===== src/sv/mer_pkg.sv =====
`timescale 1ns / 1ps
// Shared widths, codes and microcode word layout for the midpoint ellipse rasterizer.
// No dependencies; every other file imports this package.
package mer_pkg;

	localparam int RADIUS_BITS   = 10;
	localparam int COORD_BITS    = 13;
	localparam int REG_BITS      = 11;
	localparam int CFG_DATA_BITS = (RADIUS_BITS > REG_BITS) ? RADIUS_BITS : REG_BITS;
	localparam int CFG_IDX_BITS  = 3;
	localparam int R2_BITS       = 2 * RADIUS_BITS;
	localparam int SQ_BITS       = 2 * (RADIUS_BITS + 1);
	localparam int MUL_BITS      = SQ_BITS + 2;
	localparam int DEC_BITS      = 2 * MUL_BITS;
	localparam int PC_BITS       = 5;

	localparam logic [CFG_IDX_BITS-1:0] CFG_RADIUS_X     = CFG_IDX_BITS'(0);
	localparam logic [CFG_IDX_BITS-1:0] CFG_RADIUS_Y     = CFG_IDX_BITS'(1);
	localparam logic [CFG_IDX_BITS-1:0] CFG_CENTER_X     = CFG_IDX_BITS'(2);
	localparam logic [CFG_IDX_BITS-1:0] CFG_CENTER_Y     = CFG_IDX_BITS'(3);
	localparam logic [CFG_IDX_BITS-1:0] CFG_SCREEN_MAX_Y = CFG_IDX_BITS'(4);

	localparam logic [REG_BITS-1:0] SCREEN_MAX_Y_RESET = REG_BITS'(479);

	typedef enum logic [PC_BITS-1:0] {
		ST_IDLE = 5'd0,
		ST_SQ_A,
		ST_SQ_B,
		ST_INIT0,
		ST_INIT1,
		ST_INIT2,
		ST_INIT3,
		ST_START,
		ST_ADV,
		ST_TEST0,
		ST_TEST1,
		ST_R1_BRANCH,
		ST_R1_BASE,
		ST_R1_DIAG,
		ST_R1_COMMIT,
		ST_SW0,
		ST_SW1,
		ST_SW2,
		ST_SW3,
		ST_SW4,
		ST_SW5,
		ST_SW_COMMIT,
		ST_R2_BASE,
		ST_R2_COND,
		ST_R2_DIAG,
		ST_R2_COMMIT,
		ST_EMIT
	} step_t;

	typedef enum logic [3:0] {
		SRC_ONE,
		SRC_RX,
		SRC_RY,
		SRC_A2,
		SRC_B2,
		SRC_SQ,
		SRC_XP1,
		SRC_X2P1,
		SRC_X2P2,
		SRC_X2P3,
		SRC_YM1,
		SRC_Y2M1,
		SRC_2M2Y,
		SRC_3M2Y
	} src_t;

	typedef enum logic [2:0] {
		MD_NONE,
		MD_PROD,
		MD_A2,
		MD_B2,
		MD_SQ
	} mdst_t;

	typedef enum logic [2:0] {
		ACC_HOLD,
		ACC_SET,
		ACC_ADD,
		ACC_SUB,
		ACC_DEC_ADD
	} acc_op_t;

	typedef enum logic [3:0] {
		COND_NEVER,
		COND_ALWAYS,
		COND_NO_ITEM,
		COND_IDLE_ADV,
		COND_NOT_RESTART,
		COND_REGION2,
		COND_ACC_NONNEG,
		COND_DEC_NEG,
		COND_DEC_NONNEG
	} cond_t;

	typedef struct packed {
		src_t       src_a;
		src_t       src_b;
		mdst_t      mdst;
		acc_op_t    acc_op;
		logic [1:0] shift;
		logic       inc_x;
		logic       dec_y;
		logic       commit;
		logic       start;
		logic       set_r2;
		logic       emit;
		cond_t      cond;
		step_t      target;
	} ctl_t;

	typedef struct packed {
		logic restart;
		logic active;
		logic region2;
		logic dec_neg;
		logic acc_neg;
		logic out_busy;
	} stat_t;

	typedef struct packed {
		logic ready;
		logic run;
	} seq_t;

	localparam ctl_t CTL_NOP = '{
		src_a:  SRC_ONE,
		src_b:  SRC_ONE,
		mdst:   MD_NONE,
		acc_op: ACC_HOLD,
		shift:  2'd0,
		inc_x:  1'b0,
		dec_y:  1'b0,
		commit: 1'b0,
		start:  1'b0,
		set_r2: 1'b0,
		emit:   1'b0,
		cond:   COND_NEVER,
		target: ST_IDLE
	};

endpackage


===== src/sv/mer_sequencer.sv =====
`timescale 1ns / 1ps
// Step counter with conditional jumps; holds at the emit step while the output is full.
// Depends on mer_pkg for step, control word and status types.
module mer_sequencer (
	input  logic           clk,
	input  logic           arst_n,
	input  mer_pkg::ctl_t  ctl,
	input  mer_pkg::stat_t stat,
	input  logic           item_valid,
	output mer_pkg::step_t pc,
	output mer_pkg::seq_t  seq
);
	import mer_pkg::*;

	step_t pc_q;
	step_t pc_next;
	logic  take;
	logic  run;

	always_comb begin
		unique case (ctl.cond)
			COND_NEVER:       take = 1'b0;
			COND_ALWAYS:      take = 1'b1;
			COND_NO_ITEM:     take = !item_valid;
			COND_IDLE_ADV:    take = !stat.restart && !stat.active;
			COND_NOT_RESTART: take = !stat.restart;
			COND_REGION2:     take = stat.region2;
			COND_ACC_NONNEG:  take = !stat.acc_neg;
			COND_DEC_NEG:     take = stat.dec_neg;
			COND_DEC_NONNEG:  take = !stat.dec_neg;
			default:          take = 1'b0;
		endcase
	end

	assign run = !(ctl.emit && stat.out_busy);

	always_comb begin
		priority if (!run) begin
			pc_next = pc_q;
		end else if (take) begin
			pc_next = ctl.target;
		end else begin
			pc_next = step_t'(pc_q + 1'b1);
		end
	end

	always_ff @(posedge clk or negedge arst_n) begin
		if (!arst_n) begin
			pc_q <= ST_IDLE;
		end else begin
			pc_q <= pc_next;
		end
	end

	assign pc = pc_q;
	assign seq.ready = (pc_q == ST_IDLE);
	assign seq.run = run;

endmodule


===== config.mk =====
export PLATFORM = sky130hd
export DESIGN_NAME = mer_sequencer
export DESIGN_NICKNAME = d
export VERILOG_FILES = /design/src/sv/mer_pkg.sv /design/src/sv/mer_sequencer.sv
export SDC_FILE = /design/constraint.sdc
export NUM_CORES = 1
export LEC_CHECK = 0
export BUFFER_PORTS_ARGS = -buffer_cell sky130_fd_sc_hd__buf_2
export CORE_AREA = 2 2 42 44
export DETAILED_ROUTE_END_ITERATION = 12
export DIE_AREA = 0 0 44 46
export PLACE_DENSITY = 0.73
export SYNTH_ARGS = -nofsm -noshare
export SYNTH_HDL_FRONTEND = slang
export SYNTH_SLANG_ARGS = --single-unit

===== constraint.sdc =====
create_clock -name clk -period 1 [get_ports clk]
set_input_delay 0.2 -clock clk [delete_from_list [all_inputs] [get_ports clk]]
set_output_delay 0.2 -clock clk [all_outputs]
set_load 0.01 [all_outputs]

== Yosys cells after proc, flatten, opt, wreduce, memory -nomap -nowiden ==
Index checks and enable logic that the tools add are counted.

* Add/sub/neg operators: 1
* Eq/ne operators: 8
* Multiplexer cells: 2
* Reductions and logical operators: 9

{| class="wikitable"
|+ Operator list
! cell !! number
|-
| $eq 4x3->1 const B || 4
|-
| $eq 4x2->1 const B || 2
|-
| $pmux 1 s8 || 1
|-
| $logic_not 1->1 || 6
|-
| $add 5x1->5 const B || 1
|-
| $logic_not 5->1 || 1
|-
| $mux 5 || 1
|-
| $eq 4x1->1 const B || 1
|-
| $eq 4x4->1 const B || 1
|-
| $logic_and 1x1->1 || 2
|}

* Flip-flop bits (word level): 5
* Bits of input ports: 40
* Output and inout port bits: 7
* Word-level logic and storage cells: 21

== Depth between registers and ports, before layout ==
Gate-level depths: netlist (run 1).

* Word-level depth: 4
* Gate-level depth with buffers: 6

== Least setup slack after synthesis (run 1) ==
OpenSTA, ideal clock, no wires.

* Kind: input -> register
* From: in ctl[7] (netlist bit)
* To: reg pc_q[2], in the netlist pc[2]
* Library setup time: 143 ps
* Arrival time: 1269 ps
* Slack: -412 ps
* Stages: 5
* Buffers on the path: 0
* Path through: or3_1 > a211o_1 > nand4_4 > mux2i_1 > a22oi_1

* Longest elaborated chain between the ends: 3
* Elaborated cells on any way between the ends: 10

{| class="wikitable"
|+ RTL lines
! element !! RTL line !! RTL
|-
| start: declaration || mer_sequencer.sv:7 || <nowiki>input mer_pkg::ctl_t ctl,</nowiki>
|-
| $eq 4x4->1, or another cell as far along || mer_sequencer.sv:21 || <nowiki>unique case (ctl.cond)</nowiki>
|-
| $pmux 1 s8 * || mer_sequencer.sv:21 ||
|-
| $mux 5 * || mer_sequencer.sv:40 || <nowiki>end else if (take) begin</nowiki>
|-
| end signal: assignment || mer_sequencer.sv:51 || <nowiki>pc_q <= pc_next;</nowiki>
|-
| end: declaration || mer_sequencer.sv:15 || <nowiki>step_t pc_q;</nowiki>
|}

Mark *: on every way between the ends. The rest lies on a longest branch, timed or not.
A chain may end at the register's enable or synchronous reset.

==> results.py, run 1 <==
metrics = {
    "power": {
        "vdd_drop_max_mv": 1.28,
        "cellLeakagePower_nw": 0.410,
        "powerDensity_mw_per_mm2": 2180,
    },
    "route": {
        "avgRoutedWirePerCell_um": 12.9,
        "drt-initial-drc-count": 17,
        "drc_errors": 0,
        "antenna_violating_nets_post_route": 0,
        "vias_per_cell": 4.97,
        "route.vias.total": 581,
        "drt_pre_antenna_iters": 4,
        "drt-total-wl_mm": 1.51,
    },
    "cts": {
        "clkSlewWorstSetupHoldPaths_ns": 0.05,
        "cts-htree-levels": 1,
        "cts.sinks": 5,
        "ctsRootBufferMaster": "clkbuf_4",
        "max-clock-path-buffers": 2,
        "cts-buffers-inserted": 3,
        "tritoncts": "built",
        "clock_insertion_delay_worst_skew_ns": 0.26,
    },
    "logic_synthesis": {
        "most_used_standard_cells_in_the_synthesized_netlist": "nand2_1, dfrtp_1, inv_1",
        "number_of_distinct_library_cells_after_synthesis": 23,
        "synth_top_cell_by_area": "dfrtp_1",
        "syn_area_per_cell_um2": 8.24,
        "yosys_warnings": 0,
        "synth.most_common_cell": "nand2_1",
        "cell_count_after_synthesis": 53,
        "synth_nets": 95,
        "syn_area_um2": 437,
        "synthDominantCellAreaShare_pct": 28.7,
        "postSynthRegisterBits": 5,
        "async_reset_ff_share_pct": 100,
        "synth-edff-count": 0,
        "ys_dominant_reg_cell": "dfrtp_1",
        "synthTopCellsByArea": "dfrtp_1, mux2i_1, nor3b_1",
        "ys_seq_area_share_pct": 28.7,
    },
    "layout": {
        "final_nets": 143,
        "area_of_combinational_cells_with_multiple_inputs_um2": 349,
        "insertedDiodeCount": 0,
        "final_layout_size_suffix_gt1_share_pct": 60.0,
        "largest_register_ff_count": 5,
        "storage_element_area_um2": 128,
        "fillerInstances": 145,
        "final_cell_count_no_fill": 117,
        "layout-area-overhead-vs-synth_pct": 94.6,
    },
    "sta": {
        "worst-slew-pin-transition_ns": 0.365,
        "period_share_pct": 138,
        "final_hold_viol_count": 0,
        "final_critical_path_required_period_ns": 1.38,
        "fmax_mhz": 725,
        "rsz0062_at_grt": "true",
        "totalNegativeSetupSlack_ns": -2.81,
        "worst_hold_slack_ns": 0.213,
        "final_max_slew_viol_count": 0,
        "setup_violations": 11,
        "final.setup.worst_slack_ns": -0.380,
        "fin_skew_ns": 0.00340,
        "slew_headroom_pct": 75.5,
    },
    "global_route": {
        "vias_in_the_first_global_route": 528,
        "grt_pass1_wl_mm": 2.31,
        "initial_antenna_violation_count": 0,
        "grt_start_max_net_pins": 12,
        "grt_total_ovfl": 0,
        "global_route.usage.total_pct": 17.2,
    },
    "critical_path": {
        "critPathSlowestCell": "dfrtp_1",
        "cp_data_required_time_ns": 0.80,
        "critical_path.max_stage_delay_ns": 0.40,
        "timing.critical_path.cells": "inv_2, ha_4, nor4b_4, buf_2",
        "path_class": "reg -> out",
        "worst_setup_path_end_kind": "output port",
        "worstPathArrival_ns": 1.18,
        "worstPathMaxFanout": 2,
        "crit_path_start_kind": "flop",
    },
    "floorplanning": {
        "chipHeight_um": 46,
        "fp-row-count": 15,
        "chipWidth_um": 44,
        "floorplan_core_area_mm2": 0.00161,
        "start_util_pct": 27.1,
        "ios": 47,
        "die-area_mm2": 0.00202,
    },
    "place": {
        "dpl.cell_count": 103,
        "buffer_ports.inserted": 25,
        "gp_congestion": 0.697,
        "place.detailed.hpwl_um": 982,
    },
    "status": {
        "failed_checks": "negative setup slack",
        "run_status": "complete, but fails checks",
    },
    "min_path": {
        "holdCritPathClass": "in -> reg",
    },
    "job": {
        "cap_violations": 0,
    },
}
## layout make-up
class | instances | area share, %
Multi-Input combinational cell | 42 | 41.1
Timing Repair Buffer | 44 | 36.1
Sequential cell | 5 | 15.0
Clock buffer | 4 | 3.09
Tap cell | 17 | 2.50
Inverter | 5 | 2.21
## worst paths after layout
path | start | end | slack, ns | cells after the start
worst max-delay path | pc[0]$_DFFE_PN0N_ | seq[1] | -0.38 | 4
worst min-delay path | ctl[0] | pc[0]$_DFFE_PN0N_ | 0.21 | 3
worst max register to register | pc[0]$_DFFE_PN0N_ | pc[4]$_DFFE_PN0N_ | -0.28 | 7
worst min register to register | pc[3]$_DFFE_PN0N_ | pc[3]$_DFFE_PN0N_ | 0.76 | 3
max in group asynchronous | arst_n | pc[2]$_DFFE_PN0N_ | 0.56 | 2
min in group asynchronous | arst_n | pc[1]$_DFFE_PN0N_ | 0.28 | 2
## critical path, delay by kind of cell, from the launching register on
family | cells | cell delay (ns)
buffers and inverters | 2 | 0.25
and+or+nand+nor | 1 | 0.16
DFF | 1 | 0.40
adders and majority gates | 1 | 0.12
## cell families after synthesis
family / share of synthesized area, %
and+or+nand+nor: 32.7
DFF: 28.7
muxes: 9.17
buffers and inverters: 6.88
adders and majority gates: 5.73
AOI/OAI and AO/OA: 16.9
## what timing repair did
action                                  in CTS  in global routing
hold buffers                                 1                  0
endpoints found under the hold margin        5                  0
pin swaps                                    2                  5
resized for setup                            7                 13
cloned                                       1                  0
endpoints found under the setup margin      11                 11
buffers inserted                             6                  4
## stage by stage
stage          setup WS, ns  cell area [µm²]  utilization [%]  power [mW]
2_1_floorplan        -0.369              452                -       0.737
3_3_place_gp         -0.508              662             41.0        1.08
3_5_place_dp         -0.559              662             41.0        1.11
4_1_cts              -0.383              785             48.6        1.62
5_1_grt              -0.458              850             52.6        1.99
6_report             -0.380              850             52.6        1.85
## power by group
group / internal, mW / leakage [nW] / switching (mW)
sequential: 0.303 / 0.0548 / 0.113
clock: 0.152 / 0.0150 / 0.102
combinational: 0.701 / 0.340 / 0.478
## placed cells by master, fill, tap and decap left out, types with 2 or more instances in the layout
cell type / instances
dfrtp_1: 3
o21ai_1: 2
nor3b_1: 4
buf_4: 15
nand2_1: 5
a22oi_1: 3
nor2b_1: 2
dfrtp_2: 2
buf_6: 7
o21ai_0: 3
clkbuf_4: 3
mux2i_1: 4
buf_2: 21
nor2_1: 3
inv_1: 3
inv_2: 2
## routing by layer
metal | global-route usage (%) | vias up | share of wire (%)
met2 | 31.8 | 17 | 55
met4 | 9.09 | 0 | 2.0
met5 | 0 | - | 0
met1 | 16.0 | 271 | 37
met3 | 7.54 | 5 | 6.3
li1 | - | 288 | -
Power figures use the tool's default switching activity.
==> inputs of run 2 (changes only) <==
Settings changed: CORE_AREA 2 2 42 44 to 2 2 40 42, DIE_AREA 0 0 44 46 to 0 0 42 44, PLACE_DENSITY 0.73 to 0.76.
Clock period 1 ns to 1.45 ns, I/O delays scaled along.
==> results.py, run 2 (synthesized netlist as in run 1, its figures left out) <==
metrics = {
    "global_route": {
        "grt_pass1_wl_mm": 2.06,
        "initial_antenna_violation_count": 0,
        "grt_total_ovfl": 0,
        "grt_start_max_net_pins": 13,
        "global_route.usage.total_pct": 15.1,
        "vias_in_the_first_global_route": 507,
    },
    "floorplanning": {
        "start_util_pct": 30.8,
        "ios": 47,
        "chipHeight_um": 44,
        "chipWidth_um": 42,
        "fp-row-count": 14,
        "die-area_mm2": 0.00185,
        "floorplan_core_area_mm2": 0.00142,
    },
    "sta": {
        "setup_violations": 1,
        "slew_headroom_pct": 74.8,
        "final_hold_viol_count": 0,
        "fmax_mhz": 672,
        "totalNegativeSetupSlack_ns": -0.0382,
        "period_share_pct": 103,
        "rsz0062_at_grt": "true",
        "fin_skew_ns": 0.00512,
        "final.setup.worst_slack_ns": -0.0382,
        "final_critical_path_required_period_ns": 1.49,
        "worst-slew-pin-transition_ns": 0.377,
        "final_max_slew_viol_count": 0,
    },
    "power": {
        "power.share.sequential_pct": 30.6,
        "comb_power_share_pct": 52.2,
        "swShare_pct": 40.6,
        "vdd_drop_max_mv": 0.762,
        "p_int_uw": 552,
        "switching_power_uw": 378,
        "powerDensity_mw_per_mm2": 1360,
        "cellLeakagePower_nw": 0.335,
        "clock_power_share_pct": 17.2,
    },
    "status": {
        "run_status": "complete, but fails checks",
        "failed_checks": "negative setup slack",
    },
    "place": {
        "placement.cell_area_um2": 578,
        "gp_congestion": 0.783,
        "place.detailed.hpwl_um": 885,
        "buffer_ports.inserted": 25,
        "post_placement_worst_setup_slack_ns": -0.216,
    },
    "cts": {
        "tritoncts": "built",
        "clock_insertion_delay_worst_skew_ns": 0.24,
        "cts.sinks": 5,
        "cts-buffers-inserted": 3,
        "max-clock-path-buffers": 2,
        "clkSlewWorstSetupHoldPaths_ns": 0.05,
        "cts-htree-levels": 1,
        "ctsRootBufferMaster": "clkbuf_4",
    },
    "critical_path": {
        "worst-r2r-setup-slack_ns": 0.16,
        "worstPathMaxFanout": 2,
        "worstPathArrival_ns": 1.20,
        "path_class": "reg -> out",
        "reg2reg_to": "pc[4]$_DFFE_PN0N_",
        "cp_data_required_time_ns": 1.16,
        "crit_path_start_kind": "flop",
        "timing.critical_path.cells": "inv_2, ha_4, nor4b_4, buf_2",
        "critPathSlowestCell": "dfrtp_1",
        "worst_setup_path_end_kind": "output port",
        "reg2reg_from": "pc[0]$_DFFE_PN0N_",
        "worst_r2r_path_depth": 7,
        "critical_path.max_stage_delay_ns": 0.38,
    },
    "layout": {
        "final_nets": 130,
        "final_layout_size_suffix_gt1_share_pct": 44.8,
        "most-common-layout-cells": "buf_2, nand2_1, buf_4",
        "layout-area-overhead-vs-synth_pct": 57.0,
        "final_design_area_no_fill_um2": 686,
        "largest_register_ff_count": 5,
        "insertedDiodeCount": 0,
        "most_frequent_standard_cell_in_the_layout_excluding_fill_and_tap_cells": "buf_2",
    },
    "route": {
        "drt-initial-drc-count": 25,
        "route.vias.total": 512,
        "antenna_violating_nets_post_route": 0,
        "vias_per_cell": 4.97,
        "drc_errors": 0,
        "drt-total-wl_mm": 1.30,
        "avgRoutedWirePerCell_um": 12.6,
        "drt_pre_antenna_iters": 4,
    },
    "min_path": {
        "hold_path.startpoint": "ctl[0]",
        "whs_path_depth": 3,
        "holdCritPathClass": "in -> reg",
        "hold-path-endpoint": "pc[0]$_DFFE_PN0N_",
    },
    "job": {
        "cap_violations": 0,
    },
}
[run 2: changes by cell type in the layout (fill, tap and decap cells not counted), moves of 2 or more]
cell	before	now
buf_2	21	24
buf_4	15	6
buf_6	7	1
dfrtp_1	3	5
dfrtp_2	2	0
[run 2: timing repair]
action | 4_1_cts | 5_1_grt
cloned | 0 | 0
buffers inserted | 2 | 3
hold buffers | 1 | 0
endpoints found under the hold margin | 5 | 0
resized for setup | 6 | 1
setup endpoints to repair | 1 | 3
pin swaps | 1 | 0
[run 2: critical path: cells and delay by family (launching register included)]
| kind | cells | cell delay [ns] |
|---|---|---|
| fa+ha+maj | 1 | 0.13 |
| buf+inv | 2 | 0.26 |
| flops | 1 | 0.38 |
| simple gates | 1 | 0.19 |
[run 2: how the worst max path moves through the flow]
stage	slack, ns	end	from
finish	-0.04	seq[1]	pc[1]$_DFFE_PN0N_
global route	-0.08	seq[1]	pc[0]$_DFFE_PN0N_
CTS	-0.05	seq[1]	pc[0]$_DFFE_PN0N_
detailed placement	-0.22	pc[3]$_DFFE_PN0N_	ctl[7]
global placement	-0.18	pc[3]$_DFFE_PN0N_	ctl[7]
floorplan	-0.009	pc[2]$_DFFE_PN0N_	ctl[7]
[run 2: power groups by stage]
stage	Combinational, mW	Clock, mW	Sequential (mW)
global placement	0.340	0	0.265
global route	0.539	0.177	0.295
floorplan	0.188	0	0.288
finish	0.485	0.160	0.285
CTS	0.430	0.166	0.287
detailed placement	0.350	0	0.274
[run 2: layout make-up]
| cell class | count | area, µm² |
|---|---|---|
| well taps | 16 | 20.0 |
| repair buffers | 32 | 186 |
| flip-flops and latches | 5 | 125 |
| multi-input cells | 41 | 309 |
| fillers | 144 | 733 |
| inverters | 5 | 18.8 |
| clock buffers | 4 | 26.3 |
[run 2: layer usage]
layer  GRT usage [%]  share of wire [%]  routed length [µm]  vias to the layer above
met5               0                  0                   0                        -
met4            7.10                1.2                  16                        0
met3            5.00                2.7                  35                        2
met2            26.3                 54                 702                       11
met1            16.8                 42                 545                      241
li1                -                  -                   -                      258
[run 2: metrics by stage]
step | util (%) | hold WS (ns) | power [mW] | instances
2_1_floorplan | - | -0.00559 | 0.476 | 53
3_3_place_gp | 40.7 | 0.114 | 0.605 | 93
3_5_place_dp | 40.7 | 0.119 | 0.624 | 93
4_1_cts | 46.3 | 0.296 | 0.883 | 100
5_1_grt | 48.3 | 0.318 | 1.01 | 103
6_report | 48.3 | 0.297 | 0.930 | 103
==> inputs of run 3 (changes only) <==
--- a/config.mk
+++ b/config.mk
@@ -11,4 +11,5 @@
 export DIE_AREA = 0 0 42 44
 export PLACE_DENSITY = 0.76
+export RECOVER_POWER = 100
 export SYNTH_ARGS = -nofsm -noshare
 export SYNTH_HDL_FRONTEND = slang
==> constraint.sdc (replaced) <==
create_clock -name clk -period 1.45 [get_ports clk]
set_input_delay 0.3625 -clock clk [delete_from_list [all_inputs] [get_ports clk]]
set_output_delay 0.3625 -clock clk [all_outputs]
set_load 0.01 [all_outputs]
==> results.py, run 3 (synthesized netlist as in run 1, its figures left out) <==
metrics = {
    "status": {
        "run_status": "complete, but fails checks",
        "failed_checks": "negative setup slack",
    },
    "place": {
        "place.detailed.hpwl_um": 882,
        "buffer_ports.inserted": 25,
        "gp_congestion": 0.764,
    },
    "route": {
        "avgRoutedWirePerCell_um": 12.8,
        "drt-initial-drc-count": 8,
        "drt_pre_antenna_iters": 4,
        "drt-total-wl_mm": 1.41,
        "antenna_violating_nets_post_route": 0,
        "vias_per_cell": 4.78,
        "drc_errors": 0,
        "route.vias.total": 526,
    },
    "layout": {
        "most-common-layout-cells": "buf_2, buf_4, nand2_1, clkbuf_1, dfrtp_1",
        "final_layout_size_suffix_gt1_share_pct": 44.7,
        "area_of_combinational_cells_with_multiple_inputs_um2": 327,
        "largest_register_ff_count": 5,
        "insertedDiodeCount": 0,
        "fillerInstances": 132,
        "final_nets": 137,
        "most_frequent_standard_cell_in_the_layout_excluding_fill_and_tap_cells": "buf_2",
        "layout-area-overhead-vs-synth_pct": 69.9,
        "storage_element_area_um2": 125,
        "finalCoreUtilization_pct": 52.3,
    },
    "sta": {
        "final_critical_path_required_period_ns": 1.54,
        "slew_headroom_pct": 78.8,
        "final.setup.worst_slack_ns": -0.0905,
        "fmax_mhz": 649,
        "fin_skew_ns": 0.00351,
        "worst-slew-pin-transition_ns": 0.316,
        "final_hold_viol_count": 0,
        "period_share_pct": 106,
        "rsz0062_at_grt": "true",
        "final_max_slew_viol_count": 0,
        "setup_violations": 2,
        "totalNegativeSetupSlack_ns": -0.137,
    },
    "critical_path": {
        "critical-path-top-delay-family": "flip-flops",
        "timing.critical_path.cells": "inv_2, ha_4, nor4b_4, buf_2",
        "cp_data_required_time_ns": 1.09,
        "critical_path.max_stage_delay_ns": 0.38,
        "worstPathArrival_ns": 1.18,
        "critPathSlowestCell": "dfrtp_1",
        "path_class": "reg -> out",
        "worst_setup_path_end_kind": "output port",
        "crit_path_start_kind": "flop",
        "worstPathMaxFanout": 2,
        "worst-path-buf-inv": 2,
    },
    "floorplanning": {
        "fp-row-count": 14,
        "start_util_pct": 30.8,
        "chipHeight_um": 44,
        "chipWidth_um": 42,
        "floorplan_core_area_mm2": 0.00142,
        "ios": 47,
        "die-area_mm2": 0.00185,
    },
    "cts": {
        "max-clock-path-buffers": 2,
        "cts-htree-levels": 1,
        "tritoncts": "built",
        "cts-buffers-inserted": 3,
        "clkSlewWorstSetupHoldPaths_ns": 0.05,
        "clock_insertion_delay_worst_skew_ns": 0.24,
        "cts.sinks": 5,
        "ctsRootBufferMaster": "clkbuf_4",
    },
    "power": {
        "vdd_drop_max_mv": 0.619,
        "cellLeakagePower_nw": 0.357,
        "powerDensity_mw_per_mm2": 1320,
        "power.total_uw": 980,
    },
    "global_route": {
        "grt_total_ovfl": 0,
        "initial_antenna_violation_count": 0,
        "vias_in_the_first_global_route": 492,
        "grt_start_max_net_pins": 10,
        "global_route.usage.total_pct": 14.3,
        "grt_pass1_wl_mm": 1.97,
    },
    "min_path": {
        "holdCritPathClass": "in -> reg",
    },
    "job": {
        "cap_violations": 0,
    },
}
==> run 3: where the power goes <==
group          switching [mW]  internal [mW]
Clock                  0.0594          0.104
Sequential             0.0787          0.203
Combinational           0.257          0.277
==> run 3: metrics by stage <==
stage | worst slack [ns] | std cells | hold WS [ns] | instance area, µm²
after floorplan | -0.0814 | 53 | 0.0669 | 437
after global routing | -0.155 | 110 | 0.391 | 742
after detailed placement | -0.254 | 98 | 0.189 | 616
after global placement | -0.250 | 98 | 0.186 | 616
final | -0.0905 | 110 | 0.375 | 742
after CTS | -0.0898 | 106 | 0.371 | 681
==> run 3: worst register-to-register path, stage by stage (launching register included) <==
cell     delay, ns
dfrtp_1       0.35
inv_2         0.06
buf_4         0.13
buf_4         0.12
buf_4         0.13
nor3_2        0.15
nand2_1       0.07
mux2i_1       0.12
a22oi_1       0.10
==> run 3: path summary, 6_finish.rpt <==
kind / start / end / slack, ns / cells past startpoint
max in group asynchronous: arst_n / pc[3]$_DFFE_PN0N_ / 0.68 / 2
worst max register to register: pc[0]$_DFFE_PN0N_ / pc[3]$_DFFE_PN0N_ / 0.09 / 8
worst max-delay path: pc[0]$_DFFE_PN0N_ / seq[1] / -0.09 / 4
min in group asynchronous: arst_n / pc[2]$_DFFE_PN0N_ / 0.53 / 2
worst min-delay path: ctl[0] / pc[0]$_DFFE_PN0N_ / 0.37 / 3
worst min register to register: pc[4]$_DFFE_PN0N_ / pc[4]$_DFFE_PN0N_ / 0.61 / 2
==> run 3: timing repair <==
| item | CTS | global route |
|---|---|---|
| cloned | 0 | 1 |
| endpoints found under the hold margin | 5 | 0 |
| endpoints found under the setup margin | 1 | 5 |
| pin swaps | 0 | 2 |
| gates resized for setup | 2 | 7 |
| setup buffers | 3 | 3 |
| hold buffers | 1 | 0 |
==> run 3: per-layer routing <==
layer,up-vias,global-route usage (%),part of all wire (%)
met5,-,0,0
li1,277,-,-
met2,11,26.9,56
met3,2,6.67,3.3
met1,236,15.0,39
met4,0,1.94,1.6
==> run 3: layout make-up <==
type                            instances  share of cell area (%)
Inverter                                5                    2.53
Sequential cell                         5                    16.9
Tap cell                               16                    2.70
Multi-Input combinational cell         42                    44.0
Clock buffer                            4                    3.54
Timing Repair Buffer                   38                    30.4
